<file path="src/sv/ripc_pkg.sv">
// Shared types, constants and arithmetic helpers for the ripple intro pixel color block.
package ripc_pkg;

    localparam int unsigned MAX_STRIP  = 128;
    localparam int unsigned GLOW_LEDS  = 6;
    localparam int unsigned STEPS      = 5;
    localparam int unsigned FRAMES_ALL = 30;
    localparam int unsigned PCT_FULL   = 100;
    localparam int unsigned HUE_WRAP   = 360;
    localparam int unsigned HUE_SECTOR = 60;

    // Register indexes on the configuration port
    localparam logic [2:0] REG_MAIN_HUE        = 3'd0;
    localparam logic [2:0] REG_MAIN_SATURATION = 3'd1;
    localparam logic [2:0] REG_BACKLIGHT_LEVEL = 3'd2;
    localparam logic [2:0] REG_GLOW_HUE        = 3'd3;
    localparam logic [2:0] REG_GLOW_SATURATION = 3'd4;
    localparam logic [2:0] REG_GLOW_LEVEL      = 3'd5;
    localparam logic [2:0] REG_ENABLE_FLAGS    = 3'd6;
    localparam logic [2:0] REG_STRIP_LENGTH    = 3'd7;

    // Ring codes of the underglow pairs
    localparam logic [1:0] RING_CENTER = 2'd0;
    localparam logic [1:0] RING_MID    = 2'd1;
    localparam logic [1:0] RING_OUTER  = 2'd2;

    typedef struct packed {
        logic [4:0] frame_number;
        logic [6:0] pixel_index;
    } pix_in_t;

    typedef struct packed {
        logic [7:0] red;
        logic [7:0] green;
        logic [7:0] blue;
        logic       sent;
        logic       finished;
    } pix_out_t;

    typedef struct packed {
        logic [8:0] main_hue;
        logic [6:0] main_saturation;
        logic [6:0] backlight_level;
        logic [8:0] glow_hue;
        logic [6:0] glow_saturation;
        logic [6:0] glow_level;
        logic [2:0] enable_flags;
        logic [7:0] strip_length;
    } cfg_t;

    // Decoded pixel: percent, level multiplier (0..5), wrapped hue, clamped saturation
    typedef struct packed {
        logic [6:0] pct;
        logic [2:0] lvl;
        logic [8:0] hue;
        logic [6:0] sat;
        logic       sent;
        logic       finished;
    } dec_t;

    function automatic logic [6:0] clamp_pct(input logic [6:0] v);
        return (v > 7'(PCT_FULL)) ? 7'(PCT_FULL) : v;
    endfunction

    function automatic logic [1:0] ring_of(input logic [2:0] pix);
        logic [1:0] r;
        unique case (pix)
            3'd0, 3'd5: r = RING_OUTER;
            3'd1, 3'd4: r = RING_MID;
            default:    r = RING_CENTER;
        endcase
        return r;
    endfunction

    // Percent (0..100) to 0..255 scale: floor(x*255/100) via reciprocal multiply
    function automatic logic [7:0] pct_to_8(input logic [6:0] x);
        logic [31:0] prod;
        prod = ((32'(x) << 8) - 32'(x)) * 32'd5243;
        return prod[26:19];
    endfunction

    // floor(x/255) for x up to 255*255
    function automatic logic [7:0] div255(input logic [15:0] x);
        logic [16:0] sum;
        sum = 17'(x) + 17'(x[15:8]) + 17'd1;
        return sum[15:8];
    endfunction

endpackage

</file>
<file path="src/sv/ripc_decode.sv">
// Input stage: frame/pixel decode into brightness percent, level, hue and saturation.
module ripc_decode
    import ripc_pkg::*;
(
    input  logic    clk,
    input  logic    rst_n,
    input  cfg_t    cfg,
    input  logic    in_valid,
    output logic    in_ready,
    input  pix_in_t in_data,
    output logic    dec_valid,
    input  logic    dec_ready,
    output dec_t    dec
);

    logic       valid_reg;
    dec_t       dec_reg;
    dec_t       dec_next;
    logic [8:0] frame_x13;
    logic [2:0] phase;
    logic [2:0] step;
    logic [2:0] fade;
    logic [1:0] ring;
    logic       killed;
    logic       is_glow;
    logic       sep;
    logic       bl_on;
    logic       ug_on;
    logic [2:0] lvl;
    logic [8:0] hue_raw;

    assign in_ready  = !valid_reg || dec_ready;
    assign dec_valid = valid_reg;
    assign dec       = dec_reg;

    assign sep   = cfg.enable_flags[0];
    assign bl_on = cfg.enable_flags[1];
    assign ug_on = cfg.enable_flags[2];

    // frame/5 for frames below 32
    assign frame_x13 = 9'(in_data.frame_number) * 9'd13;
    assign phase     = frame_x13[8:6];
    assign step      = 3'(in_data.frame_number - 5'(phase) * 5'(STEPS)) + 3'd1;
    assign fade      = 3'(STEPS) - step;
    assign ring      = ring_of(in_data.pixel_index[2:0]);
    assign is_glow   = in_data.pixel_index < 7'(GLOW_LEDS);

    assign killed = (in_data.frame_number >= 5'(FRAMES_ALL))
                 || ({1'b0, in_data.pixel_index} >= cfg.strip_length)
                 || (cfg.strip_length > 8'(MAX_STRIP));

    always_comb
    begin
        lvl = 3'd0;
        if (is_glow)
        begin
            unique case (phase)
                3'd0: lvl = (ring == RING_CENTER) ? step : 3'd0;
                3'd1: lvl = (ring == RING_CENTER) ? fade :
                            ((ring == RING_MID) ? step : 3'd0);
                3'd2: lvl = (ring == RING_MID) ? fade :
                            ((ring == RING_OUTER) ? step : 3'd0);
                3'd3: lvl = (ring == RING_OUTER) ? fade :
                            ((ring == RING_MID) ? step : 3'd0);
                3'd4: lvl = (ring == RING_MID) ? fade :
                            ((ring == RING_CENTER) ? step : 3'd0);
                default:
                begin
                    if (ug_on)
                        lvl = (ring == RING_CENTER) ? 3'(STEPS) : step;
                    else
                        lvl = (ring == RING_CENTER) ? fade : 3'd0;
                end
            endcase
        end
        else if (bl_on && phase == 3'd4)
            lvl = step;
        else if (bl_on && phase >= 3'd5)
            lvl = 3'(STEPS);
    end

    always_comb
    begin
        hue_raw           = (is_glow && sep) ? cfg.glow_hue : cfg.main_hue;
        dec_next.pct      = clamp_pct(is_glow ? cfg.glow_level : cfg.backlight_level);
        dec_next.lvl      = killed ? 3'd0 : lvl;
        dec_next.hue      = (hue_raw >= 9'(HUE_WRAP)) ? hue_raw - 9'(HUE_WRAP) : hue_raw;
        dec_next.sat      = clamp_pct((is_glow && sep) ? cfg.glow_saturation
                                                       : cfg.main_saturation);
        dec_next.sent     = !killed;
        dec_next.finished = in_data.frame_number >= 5'(FRAMES_ALL);
    end

    always_ff @(posedge clk or negedge rst_n)
    begin
        if (!rst_n)
            valid_reg <= 1'b0;
        else if (in_ready)
            valid_reg <= in_valid;
    end

    always_ff @(posedge clk)
    begin
        if (in_ready && in_valid)
            dec_reg <= dec_next;
    end

endmodule

</file>
<file path="src/sv/ripc_hsb.sv">
// HSB to RGB pipeline: brightness scale, sector split, products and channel select.
module ripc_hsb
    import ripc_pkg::*;
(
    input  logic     clk,
    input  logic     rst_n,
    input  logic     dec_valid,
    output logic     dec_ready,
    input  dec_t     dec,
    output logic     out_valid,
    input  logic     out_ready,
    output pix_out_t out_data
);

    // stage 2
    logic        s2_valid_reg;
    logic        s2_ready;
    logic [6:0]  s2_bright_reg;
    logic [7:0]  s2_sat8_reg;
    logic [2:0]  s2_region_reg;
    logic [7:0]  s2_rem_reg;
    logic        s2_sent_reg;
    logic        s2_fin_reg;
    logic [16:0] bright_x205;
    logic [2:0]  region_next;
    logic [8:0]  hue_base;
    logic [5:0]  hue_mod;
    logic [9:0]  rem_x17;

    // stage 3
    logic        s3_valid_reg;
    logic        s3_ready;
    logic [7:0]  s3_v_reg;
    logic [7:0]  s3_one_s_reg;
    logic [7:0]  s3_sr_reg;
    logic [7:0]  s3_srn_reg;
    logic [2:0]  s3_region_reg;
    logic        s3_sent_reg;
    logic        s3_fin_reg;

    // output stage
    logic        out_valid_reg;
    logic        out_stage_ready;
    pix_out_t    out_reg;
    pix_out_t    out_next;
    logic [7:0]  p;
    logic [7:0]  q;
    logic [7:0]  t;

    assign out_valid       = out_valid_reg;
    assign out_data        = out_reg;
    assign out_stage_ready = !out_valid_reg || out_ready;
    assign s3_ready        = !s3_valid_reg || out_stage_ready;
    assign s2_ready        = !s2_valid_reg || s3_ready;
    assign dec_ready       = s2_ready;

    // stage 2: brightness percent = pct*lvl/5, hue sector and remainder
    assign bright_x205 = 17'(10'(dec.pct) * 10'(dec.lvl)) * 17'd205;

    always_comb
    begin
        priority if (dec.hue >= 9'(5 * HUE_SECTOR))
            region_next = 3'd5;
        else if (dec.hue >= 9'(4 * HUE_SECTOR))
            region_next = 3'd4;
        else if (dec.hue >= 9'(3 * HUE_SECTOR))
            region_next = 3'd3;
        else if (dec.hue >= 9'(2 * HUE_SECTOR))
            region_next = 3'd2;
        else if (dec.hue >= 9'(HUE_SECTOR))
            region_next = 3'd1;
        else
            region_next = 3'd0;
    end

    assign hue_base = 9'(region_next) * 9'(HUE_SECTOR);
    assign hue_mod  = 6'(dec.hue - hue_base);
    // 255/60 is exactly 17/4
    assign rem_x17  = 10'(hue_mod) * 10'd17;

    always_ff @(posedge clk or negedge rst_n)
    begin
        if (!rst_n)
            s2_valid_reg <= 1'b0;
        else if (dec_ready)
            s2_valid_reg <= dec_valid;
    end

    always_ff @(posedge clk)
    begin
        if (dec_ready && dec_valid)
        begin
            s2_bright_reg <= bright_x205[16:10];
            s2_sat8_reg   <= pct_to_8(dec.sat);
            s2_region_reg <= region_next;
            s2_rem_reg    <= rem_x17[9:2];
            s2_sent_reg   <= dec.sent;
            s2_fin_reg    <= dec.finished;
        end
    end

    // stage 3: value, saturation-weighted remainders
    always_ff @(posedge clk or negedge rst_n)
    begin
        if (!rst_n)
            s3_valid_reg <= 1'b0;
        else if (s3_ready)
            s3_valid_reg <= s2_valid_reg;
    end

    always_ff @(posedge clk)
    begin
        if (s3_ready && s2_valid_reg)
        begin
            s3_v_reg      <= pct_to_8(s2_bright_reg);
            s3_one_s_reg  <= 8'd255 - s2_sat8_reg;
            s3_sr_reg     <= div255(16'(s2_sat8_reg) * 16'(s2_rem_reg));
            s3_srn_reg    <= div255(16'(s2_sat8_reg) * 16'(8'd255 - s2_rem_reg));
            s3_region_reg <= s2_region_reg;
            s3_sent_reg   <= s2_sent_reg;
            s3_fin_reg    <= s2_fin_reg;
        end
    end

    // output stage: p, q, t products and channel select by sector
    assign p = div255(16'(s3_v_reg) * 16'(s3_one_s_reg));
    assign q = div255(16'(s3_v_reg) * 16'(8'd255 - s3_sr_reg));
    assign t = div255(16'(s3_v_reg) * 16'(8'd255 - s3_srn_reg));

    always_comb
    begin
        out_next.sent     = s3_sent_reg;
        out_next.finished = s3_fin_reg;
        unique case (s3_region_reg)
            3'd0:
            begin
                out_next.red = s3_v_reg; out_next.green = t; out_next.blue = p;
            end
            3'd1:
            begin
                out_next.red = q; out_next.green = s3_v_reg; out_next.blue = p;
            end
            3'd2:
            begin
                out_next.red = p; out_next.green = s3_v_reg; out_next.blue = t;
            end
            3'd3:
            begin
                out_next.red = p; out_next.green = q; out_next.blue = s3_v_reg;
            end
            3'd4:
            begin
                out_next.red = t; out_next.green = p; out_next.blue = s3_v_reg;
            end
            default:
            begin
                out_next.red = s3_v_reg; out_next.green = p; out_next.blue = q;
            end
        endcase
    end

    always_ff @(posedge clk or negedge rst_n)
    begin
        if (!rst_n)
            out_valid_reg <= 1'b0;
        else if (out_stage_ready)
            out_valid_reg <= s3_valid_reg;
    end

    always_ff @(posedge clk)
    begin
        if (out_stage_ready && s3_valid_reg)
            out_reg <= out_next;
    end

endmodule

</file>
<file path="src/sv/ripple_intro_pixel_color_top.sv">
// Top level of the ripple intro pixel color block: configuration registers and pipeline.
//
//   channel   direction   handshake                     payload
//   in        to block    in_valid / in_ready           in_data  (pix_in_t)
//   out       from block  out_valid / out_ready         out_data (pix_out_t)
//   cfg       to block    cfg_write (no wait)           cfg_index, cfg_data
//
// One transaction per cycle sustained while out_ready stays high; each pixel
// passes in order through the four register stages (decode, brightness/sector,
// value/remainders, products and channel select).
// Reset clears the valid bits and loads the configuration defaults.
// Each stage holds while the one after it is full and stalled, and takes
// a new transaction whenever it is empty, so bubbles close up under a stall.
module ripple_intro_pixel_color_top
    import ripc_pkg::*;
(
    input  logic     clk,
    input  logic     rst_n,
    input  logic     in_valid,
    output logic     in_ready,
    input  pix_in_t  in_data,
    output logic     out_valid,
    input  logic     out_ready,
    output pix_out_t out_data,
    input  logic     cfg_write,
    input  logic [2:0] cfg_index,
    input  logic [8:0] cfg_data
);

    cfg_t cfg_reg;
    logic dec_valid;
    logic dec_ready;
    dec_t dec;

    // Configuration registers; each write keeps only the register's own width
    always_ff @(posedge clk or negedge rst_n)
    begin
        if (!rst_n)
        begin
            cfg_reg.main_hue        <= 9'd0;
            cfg_reg.main_saturation <= 7'd100;
            cfg_reg.backlight_level <= 7'd100;
            cfg_reg.glow_hue        <= 9'd0;
            cfg_reg.glow_saturation <= 7'd100;
            cfg_reg.glow_level      <= 7'd100;
            cfg_reg.enable_flags    <= 3'd6;
            cfg_reg.strip_length    <= 8'd6;
        end
        else if (cfg_write)
        begin
            unique case (cfg_index)
                REG_MAIN_HUE:        cfg_reg.main_hue        <= cfg_data;
                REG_MAIN_SATURATION: cfg_reg.main_saturation <= cfg_data[6:0];
                REG_BACKLIGHT_LEVEL: cfg_reg.backlight_level <= cfg_data[6:0];
                REG_GLOW_HUE:        cfg_reg.glow_hue        <= cfg_data;
                REG_GLOW_SATURATION: cfg_reg.glow_saturation <= cfg_data[6:0];
                REG_GLOW_LEVEL:      cfg_reg.glow_level      <= cfg_data[6:0];
                REG_ENABLE_FLAGS:    cfg_reg.enable_flags    <= cfg_data[2:0];
                default:             cfg_reg.strip_length    <= cfg_data[7:0];
            endcase
        end
    end

    // Decode frame and pixel into percent, level, hue and saturation
    ripc_decode u_decode (
        .clk       (clk),
        .rst_n     (rst_n),
        .cfg       (cfg_reg),
        .in_valid  (in_valid),
        .in_ready  (in_ready),
        .in_data   (in_data),
        .dec_valid (dec_valid),
        .dec_ready (dec_ready),
        .dec       (dec)
    );

    // Convert to RGB over three more stages
    ripc_hsb u_hsb (
        .clk       (clk),
        .rst_n     (rst_n),
        .dec_valid (dec_valid),
        .dec_ready (dec_ready),
        .dec       (dec),
        .out_valid (out_valid),
        .out_ready (out_ready),
        .out_data  (out_data)
    );

`ifndef ASSERT_OFF
    // A finished frame never carries a lit or sent pixel
    a_finished_dark: assert property (@(posedge clk) disable iff (!rst_n)
        out_valid && out_data.finished |->
            !out_data.sent && out_data.red == 8'd0 && out_data.green == 8'd0
            && out_data.blue == 8'd0)
        else $error("finished pixel is not dark");

    // An unsent pixel is black
    a_unsent_black: assert property (@(posedge clk) disable iff (!rst_n)
        out_valid && !out_data.sent |->
            out_data.red == 8'd0 && out_data.green == 8'd0 && out_data.blue == 8'd0)
        else $error("unsent pixel carries color");

    // With the output register empty, every stage must be able to advance
    a_ready_when_drained: assert property (@(posedge clk) disable iff (!rst_n)
        !out_valid |-> in_ready)
        else $error("input stalled with an empty output register");
`endif

endmodule
</file>
<file path="config.mk">
export PLATFORM = sky130hd
export DESIGN_NAME = ripple_intro_pixel_color_top
export DESIGN_NICKNAME = d
export VERILOG_FILES = /design/src/sv/ripc_pkg.sv /design/src/sv/ripc_decode.sv /design/src/sv/ripc_hsb.sv /design/src/sv/ripple_intro_pixel_color_top.sv
export SDC_FILE = /design/constraint.sdc
export NUM_CORES = 1
export LEC_CHECK = 0
export BUFFER_PORTS_ARGS = -buffer_cell sky130_fd_sc_hd__buf_2
export CORE_ASPECT_RATIO = 0.8
export CORE_MARGIN = 2
export CORE_UTILIZATION = 50
export CTS_CLUSTER_SIZE = 30
export DETAILED_ROUTE_END_ITERATION = 8
export GPL_ROUTABILITY_DRIVEN = 0
export PLACE_DENSITY = 0.66
export SYNTH_ARGS = -nofsm -noshare
export SYNTH_HDL_FRONTEND = slang
export SYNTH_SLANG_ARGS = --single-unit
</file>
<file path="constraint.sdc">
create_clock -name clk -period 11.4 [get_ports clk]
set_clock_uncertainty 0.15 [all_clocks]
set_input_delay 2.85 -clock clk [delete_from_list [all_inputs] [get_ports clk]]
set_output_delay 2.85 -clock clk [all_outputs]
set_load 0.02 [all_outputs]
</file>
==> results of run 1 <==
==> layer usage <==
metal  part of all wire (%)  wire [um]  GRT usage (%)  vias to the layer above
met4                    1.9       1250           5.17                        0
li1                       -          -              -                    10398
met1                     46      30700           30.7                    10765
met3                    5.0       3340           2.80                       72
met5                      0          0              0                        -
met2                     47      31000           36.7                      556
==> worst register-to-register path, cell delays in order, from the launching register on <==
cell      delay, ns
edfxtp_1       0.60
inv_1          0.23
ha_1           0.19
nand2b_1       0.11
or3_1          0.36
o21ai_0        0.85
ha_1           0.41
inv_1          0.08
fa_1           0.46
fa_1           0.49
fa_1           0.49
inv_1          0.05
fa_1           0.46
ha_1           0.32
a21o_1         0.16
a21o_1         0.17
a21o_1         0.19
nor3_1         0.38
o211ai_1       0.30
a41oi_1        0.44
o21ai_0        0.30
nor4_1         0.25
nor3_1         0.11
xnor2_1        0.13
==> cell type report <==
class	count	area [sq um]	area share (%)
flip-flops and latches	180	5120	15.9
inverters	593	2230	6.93
repair buffers	67	363	1.13
multi-input cells	2307	22800	70.9
clock buffers	18	450	1.40
well taps	779	975	3.04
clock inverters	14	195	0.608
==> cell families (layout without fill, tap and decap cells) <==
| kind of cell | after synthesis | after routing | synth area share, % |
|---|---|---|---|
| mux | 79 | 79 | 2.87 |
| buf+inv | 661 | 692 | 8.21 |
| fa+ha+maj | 848 | 848 | 43.9 |
| xor+xnor | 165 | 165 | 5.05 |
| flops | 180 | 180 | 16.9 |
| simple gates | 769 | 769 | 13.4 |
| compound gates | 426 | 426 | 9.68 |
| other cells | 2 | 20 | 0.0248 |
==> worst min-delay path by stage <==
| stage | startpoint | cells past startpoint | to | slack (ns) |
|---|---|---|---|---|
| after floorplan | u_hsb.s3_fin_reg | 0 | u_hsb.out_data[0] | 0.25 |
| after global placement | u_hsb.s2_sent_reg | 0 | u_hsb.s3_sent_reg | 0.26 |
| after detailed placement | u_decode.dec[0] | 0 | u_hsb.s2_fin_reg | 0.26 |
| after CTS | u_hsb.s3_fin_reg | 0 | u_hsb.out_data[0] | 0.28 |
| after global routing | u_hsb.s2_region_reg[1] | 0 | u_hsb.s3_region_reg[1] | 0.29 |
| final | u_hsb.s3_fin_reg | 0 | u_hsb.out_data[0] | 0.28 |
==> through the flow <==
step	instances	area, sq um
after floorplan	3148	30400
after global placement	3926	31500
after detailed placement	3926	31500
after CTS	3958	32100
after global routing	3958	32100
final	3958	32100
==> layout by cell type, fill, tap and decap left out, types with 12 or more instances in the layout <==
master     instances
ha_1             486
nor3_1            27
a22oi_1           12
fa_1             360
o21ai_0           71
mux2i_1           17
nand2_1          163
conb_1            20
a21oi_1           98
a21o_1            44
o211ai_1          22
nor2_1           145
and3_1            21
clkbuf_16         18
nand2b_1          72
dfrtp_1           45
or3_1             18
xor2_1            59
inv_1            592
a31oi_1           14
o21bai_1          14
xnor2_1           99
a211oi_1          17
and2_1           127
edfxtp_1         119
nor2b_1           95
mux2_2            60
nand3_1           34
dfstp_2           16
buf_2             56
o21a_1            18
==> impl_results.md, run 1 <==
- Setup Slack @ Placement: 3.44 ns
- Share of cells above drive strength 1: 6.48%
- Pins over their slew limit: 0
- Most common cell on crit path: fa_1
- Max cap viols: 0
- Post-layout util: a little over half
- CTS clock-pin slew for the worst setup and hold paths: 0.08 ns
- FF-to-FF path depth: 23
- Class of the tightest hold or removal check: register to register
- Initial Util: 50.7%
- Worst-Margin Slew: ~1.2 ns
- Synth unique cells: 94
- Post-synthesis area per instance: 9.68 sq um
- Top-count cell post-synth: inv_1
- Sequential share of the synthesized area: 16.9%
- Synthesis-stage register bit count: 180
- Post-synth EDFFs: 119
- Crit path to: u_hsb.s3_v_reg[7]
- R2r setup slk: 3.46 ns
- Clk_lat worst skew: ~0.46 ns
- Post-cts resize count: 0
- Gate count after technology mapping: 3130
- Dominant cells by area after synthesis: fa_1 24%, ha_1 20%, edfxtp_1 12%, inv_1 7.3%, dfrtp_1 3.7%
- Critical Path RT: 11.45 ns
- DP HPWL: 54000 um
- Max Clk Rate: 0.126 GHz
- Mapped Area: 30300 sq um
- Setup CP Type: register to register
- Synth Flop Type: edfxtp_1
- Number of I/O port buffers: 56
- GRT Total Usage: 22.0%
- Pre-antenna DRT Iters: 5
- I/O Pins: 57
- Final worst-path setup slack: 3.46 ns
- Fin Setup TNS: 0 ns
- WHS: 0.278 ns
- CP delay by family, top: adder cells
- # setup viols final: 0
- Post-DRT Antenna Nets: 0
- Initial DRC Count: 1724
- Synth top cells by count: 592 x inv_1, 486 x ha_1, 360 x fa_1
- Worst path bufs/invs: 3
- Critical path depth: 23
- Status: finished clean
- Number of hold violations in the final report: 0
- Crit path from: u_hsb.s2_bright_reg[0]
- Vias: 21791
- Diode count: 0
- # fillers: 5302
- Worst path slowest cell: o21ai_0
- Async S/R FF share, synth: between 30% and 40%
- Critical Path AT: ~8 ns
- Worst R2R End: u_hsb.s3_v_reg[7]
- Worst setup SP type: register
- Largest net degree at the start of global routing: 62
- Routed vias/inst: roughly 5.5
- DIE WIDTH: 279 um
- Crit path largest cell delay: 0.85 ns
- First-pass GRT wire length: between 100000 and 150000 um
- Grt total ovfl: 0
- Yosys top cell by area: fa_1
- Period utilisation layout: 69.6%
- Initial antenna violation count: 0
- TritonCTS Buffers: 17
- Drt drc: 0
- Slew margin rel.: approximately 22%
- Rows: 80
- Nets: ~4000
- H-tree depth: 4
- RSZ-0062 raised after global routing: no
- Post-Route WL: 66400 um
- CTS root buffer: clkbuf_16
- Worst path cell trace: inv_1 -> ha_1 -> nand2b_1 -> or3_1 -> o21ai_0 -> ha_1 -> inv_1 -> fa_1 -> fa_1 -> fa_1 -> inv_1 -> fa_1 -> ha_1 -> a21o_1 -> a21o_1 -> a21o_1 -> nor3_1 -> o211ai_1 -> a41oi_1 -> o21ai_0 -> nor4_1 -> nor3_1 -> xnor2_1
- Critical Path End Type: register
- # hold bufs at CTS: 0
- Vias in the first global route: around 23000
- Layout area overhead: 5.91%
- Max Root-Sink Buffers: 2
- Die Height: 224 um
- RR Startpoint: u_hsb.s2_bright_reg[0]
- Drt wl/cell: 16.8 um
- Core area: 59800 sq um
- CTS sink count: between 150 and 200
- Post-CTS Setup Repair Bufs: 0
- CTS tree: yes
- Yosys Warn Count: 0
- Max FFs per register: 57
- Post-synth top area share: 23.8%
- Final worst path period need: just under 8 ns
- CP Max Fanout: 12
- Die area: 62600 sq um
Power of run 1 is not shown: default switching activity piles up to over one toggle a cycle in this logic, so the estimate is an artifact.
==> run 2, diff against run 1 <==
clock period = 7.31 ns   (was 11.4 ns; I/O delays follow)
==> run 2 against run 1 <==
  * First-iteration DRC count is 23% lower
  * Sequential share of layout area is 0.24 points lower
  * Non-clock buffer count grew 58
  * Register-to-register slack got worse by 3.2 ns
  * Final cell count increased by 1.5%
  * Worst hold slack worse by 0.0026 ns
==> impl_results.md, run 2 (synthesized netlist as in run 1, its figures left out) <==
- # setup viols final: 0 (unchanged)
- Share of cells above drive strength 1: 8.65% (+2.2 points)
- Worst path cell trace: buf_4 -> nor2b_1 -> fa_1 -> fa_1 -> fa_1 -> inv_1 -> fa_1 -> inv_1 -> ha_2 -> o211ai_1 -> o211ai_1 -> a21boi_0 -> or2_2 -> ha_1 -> nor4b_1 -> mux2i_1 -> a41oi_1 -> nor4_1 -> o311ai_2 -> a21boi_1 -> xnor2_1 -> a222oi_1 -> o21ai_0
- Setup CP Type: register to register
- Drt wl/cell: 16.9 um (+0.75%)
- # hold bufs at CTS: 0 (unchanged)
- First-pass GRT wire length: 115000 um (+1.5%)
- TritonCTS Buffers: 17 (unchanged)
- Vias in the first global route: 23055 (+1.0%)
- Pre-antenna DRT Iters: 6 (+1)
- Number of hold violations in the final report: 0 (unchanged)
- Most common cell after layout, fill and taps aside: inv_1
- Routed vias/inst: 5.48 (-0.41%)
- Crit path largest cell delay: 0.55 ns (-0.30 ns)
- Initial antenna violation count: 0 (unchanged)
- Max FFs per register: 57 (unchanged)
- Number of I/O port buffers: 56 (unchanged)
- Vias: 22020 (+1.1%)
- WHS: 0.276 ns (-0.00261 ns)
- Max Root-Sink Buffers: 2 (unchanged)
- CTS clock-pin slew for the worst setup and hold paths: 0.08 ns (about the same)
- Grt total ovfl: 0 (unchanged)
- Critical Path RT: 7.36 ns (-4.09 ns)
- CTS tree: yes
- Slew margin rel.: 29.0% (+6.8 points)
- GR Layer Usage met3: 2.87% (+0.062 points)
- Post-Route WL: 67800 um (+2.2%)
- Drt drc: 0 (unchanged)
- CTS root buffer: clkbuf_16
- Final worst path period need: 7.08 ns (-0.857 ns)
- R2r setup slk: 0.23 ns (-3.23 ns)
- Fin cells: 4016 (+1.5%)
- Worst setup SP type: register
- Nets: 4099 (+1.4%)
- Post-DRT Antenna Nets: 0 (unchanged)
- M2 GR Usage: 37.3% (+0.63 points)
- Placed cell count: 3975 (+1.2%)
- Critical Path AT: 7.13 ns (-0.85 ns)
- Die area: 62600 sq um (unchanged)
- GRT Total Usage: 22.4% (+0.33 points)
- Core area: 59800 sq um (unchanged)
- Die Height: 224 um (unchanged)
- Clk_lat worst skew: 0.47 ns (about the same)
- Max cap viols: 0 (unchanged)
- # fillers: 5269 (-0.62%)
- Diode count: 0 (unchanged)
- Worst-Margin Slew: 1.06 ns (-0.102 ns)
- Initial DRC Count: 1329 (-23%)
- Largest net degree at the start of global routing: 62 (unchanged)
- H-tree depth: 4 (unchanged)
- Layout area overhead: 7.52%
- I/O Pins: 57 (unchanged)
- DIE WIDTH: 279 um (unchanged)
- Rows: 80 (unchanged)
- DP HPWL: 56300 um (+4.3%)
- Critical Path End Type: register
- Most frequent cells in the layout: 591 x inv_1, 484 x ha_1, 360 x fa_1, 163 x nand2_1, 145 x nor2_1
- Class of the tightest hold or removal check: register to register
- CP Max Fanout: 10 (-2)
- Grt met1 use: 31.3% (+0.59 points)
- Status: finished clean
- Pins over their slew limit: 0 (unchanged)
- Max Clk Rate: 0.141 GHz (+12%)
- Most common cell on crit path: fa_1
- Initial Util: 50.7% (unchanged)
- Worst path slowest cell: edfxtp_1
- Period utilisation layout: 96.9% (+27 points)
- Top Usage Layer GRT: met2
- CTS sink count: 180 (unchanged)
-- run 2: timing repair --
item | CTS | global route
setup buffers | 0 | 9
resized for setup | 0 | 19
endpoints found under the setup margin | 0 | 27
-- run 2: worst paths after layout --
kind	startpoint	end	depth (start not counted)
worst max-delay path	u_hsb.s3_v_reg[2]	u_hsb.out_data[6]	23
worst min-delay path	u_hsb.s2_fin_reg	u_hsb.s3_fin_reg	0
worst max register to register	u_hsb.s3_v_reg[2]	u_hsb.out_data[6]	23
worst min register to register	u_hsb.s2_fin_reg	u_hsb.s3_fin_reg	0
max in group asynchronous	rst_n	u_decode.dec_valid	2
min in group asynchronous	rst_n	cfg_reg[18]	2
-- run 2: cell type report --
cell class / count / area [sq um] / area share [%]
multi-input cells: 2307 / 22900 / 70.1
flip-flops and latches: 180 / 5120 / 15.7
inverters: 593 / 2230 / 6.83
well taps: 779 / 975 / 2.99
repair buffers: 125 / 811 / 2.49
clock buffers: 18 / 439 / 1.35
clock inverters: 14 / 170 / 0.522
-- run 2: critical path, delay by kind of cell (launching register included) --
kind | cells | cell delay [ns]
flip-flops | 1 | 0.55
AND/OR/NAND/NOR | 4 | 0.93
buffers and inverters | 3 | 0.33
XOR/XNOR | 1 | 0.18
adder cells (fa/ha/maj) | 6 | 2.53
multiplexers | 1 | 0.20
AO/OA/AOI/OAI | 8 | 1.94
-- run 2: layer usage --
| layer | wire length, um | part of all wire (%) |
|---|---|---|
| met1 | 31500 | 46 |
| met2 | 32300 | 48 |
| met3 | 3090 | 4.6 |
| met4 | 973 | 1.4 |
| met5 | 0 | 0 |
-- run 2: metrics by stage --
| step | TNS, ns | instance area (sq um) | util [%] | setup slack [ns] |
|---|---|---|---|---|
| 6_report | 0 | 32600 | 54.5 | 0.229 |
| 5_1_grt | -0.404 | 32600 | 54.5 | -0.0929 |
| 4_1_cts | 0 | 32400 | 54.3 | 0.191 |
| 3_5_place_dp | 0 | 31800 | 53.3 | 0.237 |
| 3_3_place_gp | 0 | 31800 | 53.3 | 0.380 |
| 2_1_floorplan | 0 | 30400 | - | 0.526 |
Power of run 2 is left out for the same reason.
==> run 3, diff against run 2 <==
CORE_ASPECT_RATIO = 1.25   (was 0.8)
==> run 3 against run 2 <==
  * Worst hold slack is essentially flat
  * Final cell count shrank 0.37%
  * Setup slack lost 0.041 ns
  * Die area is the same
  * Sequential share of layout area is essentially flat
  * Design area is essentially flat
  * Non-clock buffer count shrank 1
  * Flip-flop and latch count is the same
  * Maximum frequency shrank 0.58%
  * First-iteration DRC count shrank 12%
==> impl_results.md, run 3 (synthesized netlist as in run 1, its figures left out) <==
- Grt total ovfl: 0 (unchanged)
- Hold Startpoint: u_hsb.s3_sent_reg
- Hold depth: 0 (unchanged)
- CTS sink count: 180 (unchanged)
- Critical Path End Type: register
- Fin Setup TNS: 0 ns (unchanged)
- Max Clk Rate: 0.140 GHz (-0.58%)
- Die area: 62600 sq um (unchanged)
- Layout area overhead: 7.47% (about the same)
- CP Max Fanout: 8 (-2)
- DP HPWL: 55900 um (-0.72%)
- Period utilisation layout: 97.4% (+0.56 points)
- CTS tree: yes
- Die Height: 279 um (+25%)
- Design Area, Final: 32600 sq um (about the same)
- CTS clock-pin slew for the worst setup and hold paths: 0.07 ns (about the same)
- Status: finished clean
- Worst setup SP type: register
- Placed cell count: 3949 (-0.65%)
- Share of cells above drive strength 1: 8.53% (-0.12 points)
- Post-DRT Antenna Nets: 0 (unchanged)
- Initial antenna violation count: 0 (unchanged)
- Pins over their slew limit: 0 (unchanged)
- Rows: 100 (+25%)
- First-pass GRT wire length: 113000 um (-1.2%)
- GRT Total Usage: 22.2% (-0.16 points)
- Diode count: 0 (unchanged)
- Post-Route WL: 67000 um (-1.3%)
- TritonCTS Buffers: 17 (unchanged)
- Initial Util: 50.7% (about the same)
- Most common cell after layout, fill and taps aside: inv_1
- Final worst path period need: 7.12 ns (+0.0412 ns)
- Worst path cell trace: clkinvlp_4 -> buf_12 -> nor2_1 -> fa_1 -> fa_1 -> fa_1 -> inv_1 -> fa_1 -> inv_1 -> ha_1 -> a211o_1 -> o21ai_0 -> xor2_1 -> inv_1 -> ha_1 -> or4_1 -> o21ai_1 -> o211ai_1 -> a41o_1 -> a31o_2 -> a21oi_1 -> nor3_1 -> a211oi_1
- Max FFs per register: 57 (unchanged)
- Vias in the first global route: 23911 (+3.7%)
- Class of the tightest hold or removal check: register to register
- # setup viols final: 0 (unchanged)
- Hold EP: u_hsb.out_data[1]
- Critical Path AT: 7.27 ns (+0.14 ns)
- Slew margin rel.: 29.4% (+0.42 points)
- Worst path slowest cell: edfxtp_1
- RR Startpoint: u_hsb.s3_v_reg[4]
- Number of hold violations in the final report: 0 (unchanged)
- Placed cell area: 31700 sq um (-0.34%)
- Max cap viols: 0 (unchanged)
- Most frequent cells in the layout: 590 x inv_1, 485 x ha_1, 360 x fa_1, 163 x nand2_1, 144 x nor2_1
- Worst R2R End: u_hsb.out_data[5]
- Max Root-Sink Buffers: 2 (unchanged)
- FF-to-FF path depth: 23 (unchanged)
- Drt wl/cell: 16.7 um (-0.89%)
- Initial DRC Count: 1174 (-12%)
- Routed vias/inst: 5.51 (+0.52%)
- Clk_lat worst skew: 0.50 ns (+0.03 ns)
- Worst path bufs/invs: 5 (+2)
- R2r setup slk: 0.19 ns (-0.04 ns)
- Crit path largest cell delay: 0.51 ns (-0.04 ns)
- RSZ-0062 raised after global routing: yes
- Core area: 59800 sq um (about the same)
- DIE WIDTH: 224 um (-20%)
- Worst-Margin Slew: 1.06 ns (-0.00633 ns)
- Pre-antenna DRT Iters: 5 (-1)
- WHS: 0.276 ns (-0.000150 ns)
- I/O Pins: 57 (unchanged)
- Largest net degree at the start of global routing: 62 (unchanged)
- Drt drc: 0 (unchanged)
- CP delay by family, top: adder cells
- Number of I/O port buffers: 56 (unchanged)
- CTS root buffer: clkbuf_16
- Vias: 22052 (+0.15%)
- Nets: 4098 (-0.024%)
- Fin cells: 4001 (-0.37%)
- Setup CP Type: register to register
- Most common cell on crit path: fa_1
- Critical Path RT: 7.46 ns (+0.10 ns)
- H-tree depth: 4 (unchanged)
==> run 3: layout make-up <==
| type | count | area, sq um |
|---|---|---|
| clock inverter | 13 | 135 |
| multi-input combinational | 2307 | 22900 |
| clock buffer | 19 | 443 |
| inverter | 593 | 2230 |
| tap | 765 | 957 |
| sequential | 180 | 5120 |
| fill | 5285 | 27200 |
| timing repair buffer | 124 | 832 |
==> run 3: metal layers <==
layer | vias up | part of all wire (%) | GRT usage (%) | wire length [um]
li1 | 10521 | - | - | -
met1 | 10956 | 39 | 24.4 | 26200
met2 | 434 | 54 | 43.0 | 36400
met3 | 141 | 2.9 | 2.69 | 1930
met4 | 0 | 3.7 | 8.64 | 2480
met5 | - | 0 | 0 | 0
==> run 3: per-stage QoR <==
step / utilization (%) / worst slack [ns]
after floorplan: - / 0.526
after global placement: 53.1 / 0.229
after detailed placement: 53.1 / 0.0158
after CTS: 54.0 / 0.0191
after global routing: 54.5 / -0.0668
final: 54.5 / 0.188
==> run 3: worst max-delay path by stage <==
stage | from | to | slack [ns] | cells after the start
floorplan | u_hsb.s2_bright_reg[0] | u_hsb.s3_v_reg[7] | 0.53 | 22
global placement | u_hsb.s3_v_reg[3] | u_hsb.out_data[8] | 0.23 | 23
detailed placement | u_hsb.s3_v_reg[3] | u_hsb.out_data[8] | 0.02 | 23
CTS | u_hsb.s3_v_reg[2] | u_hsb.out_data[8] | 0.02 | 23
global route | u_hsb.s3_v_reg[4] | u_hsb.out_data[17] | -0.07 | 23
finish | u_hsb.s3_v_reg[4] | u_hsb.out_data[5] | 0.19 | 23
==> run 3: what timing repair did <==
action | 4_1_cts | 5_1_grt
setup endpoints to repair | 1 | 27
hold buffers | 0 | 0
gates resized for setup | 0 | 17
pin swaps | 0 | 3
buffers inserted | 1 | 19
Power of run 3 is left out for the same reason.
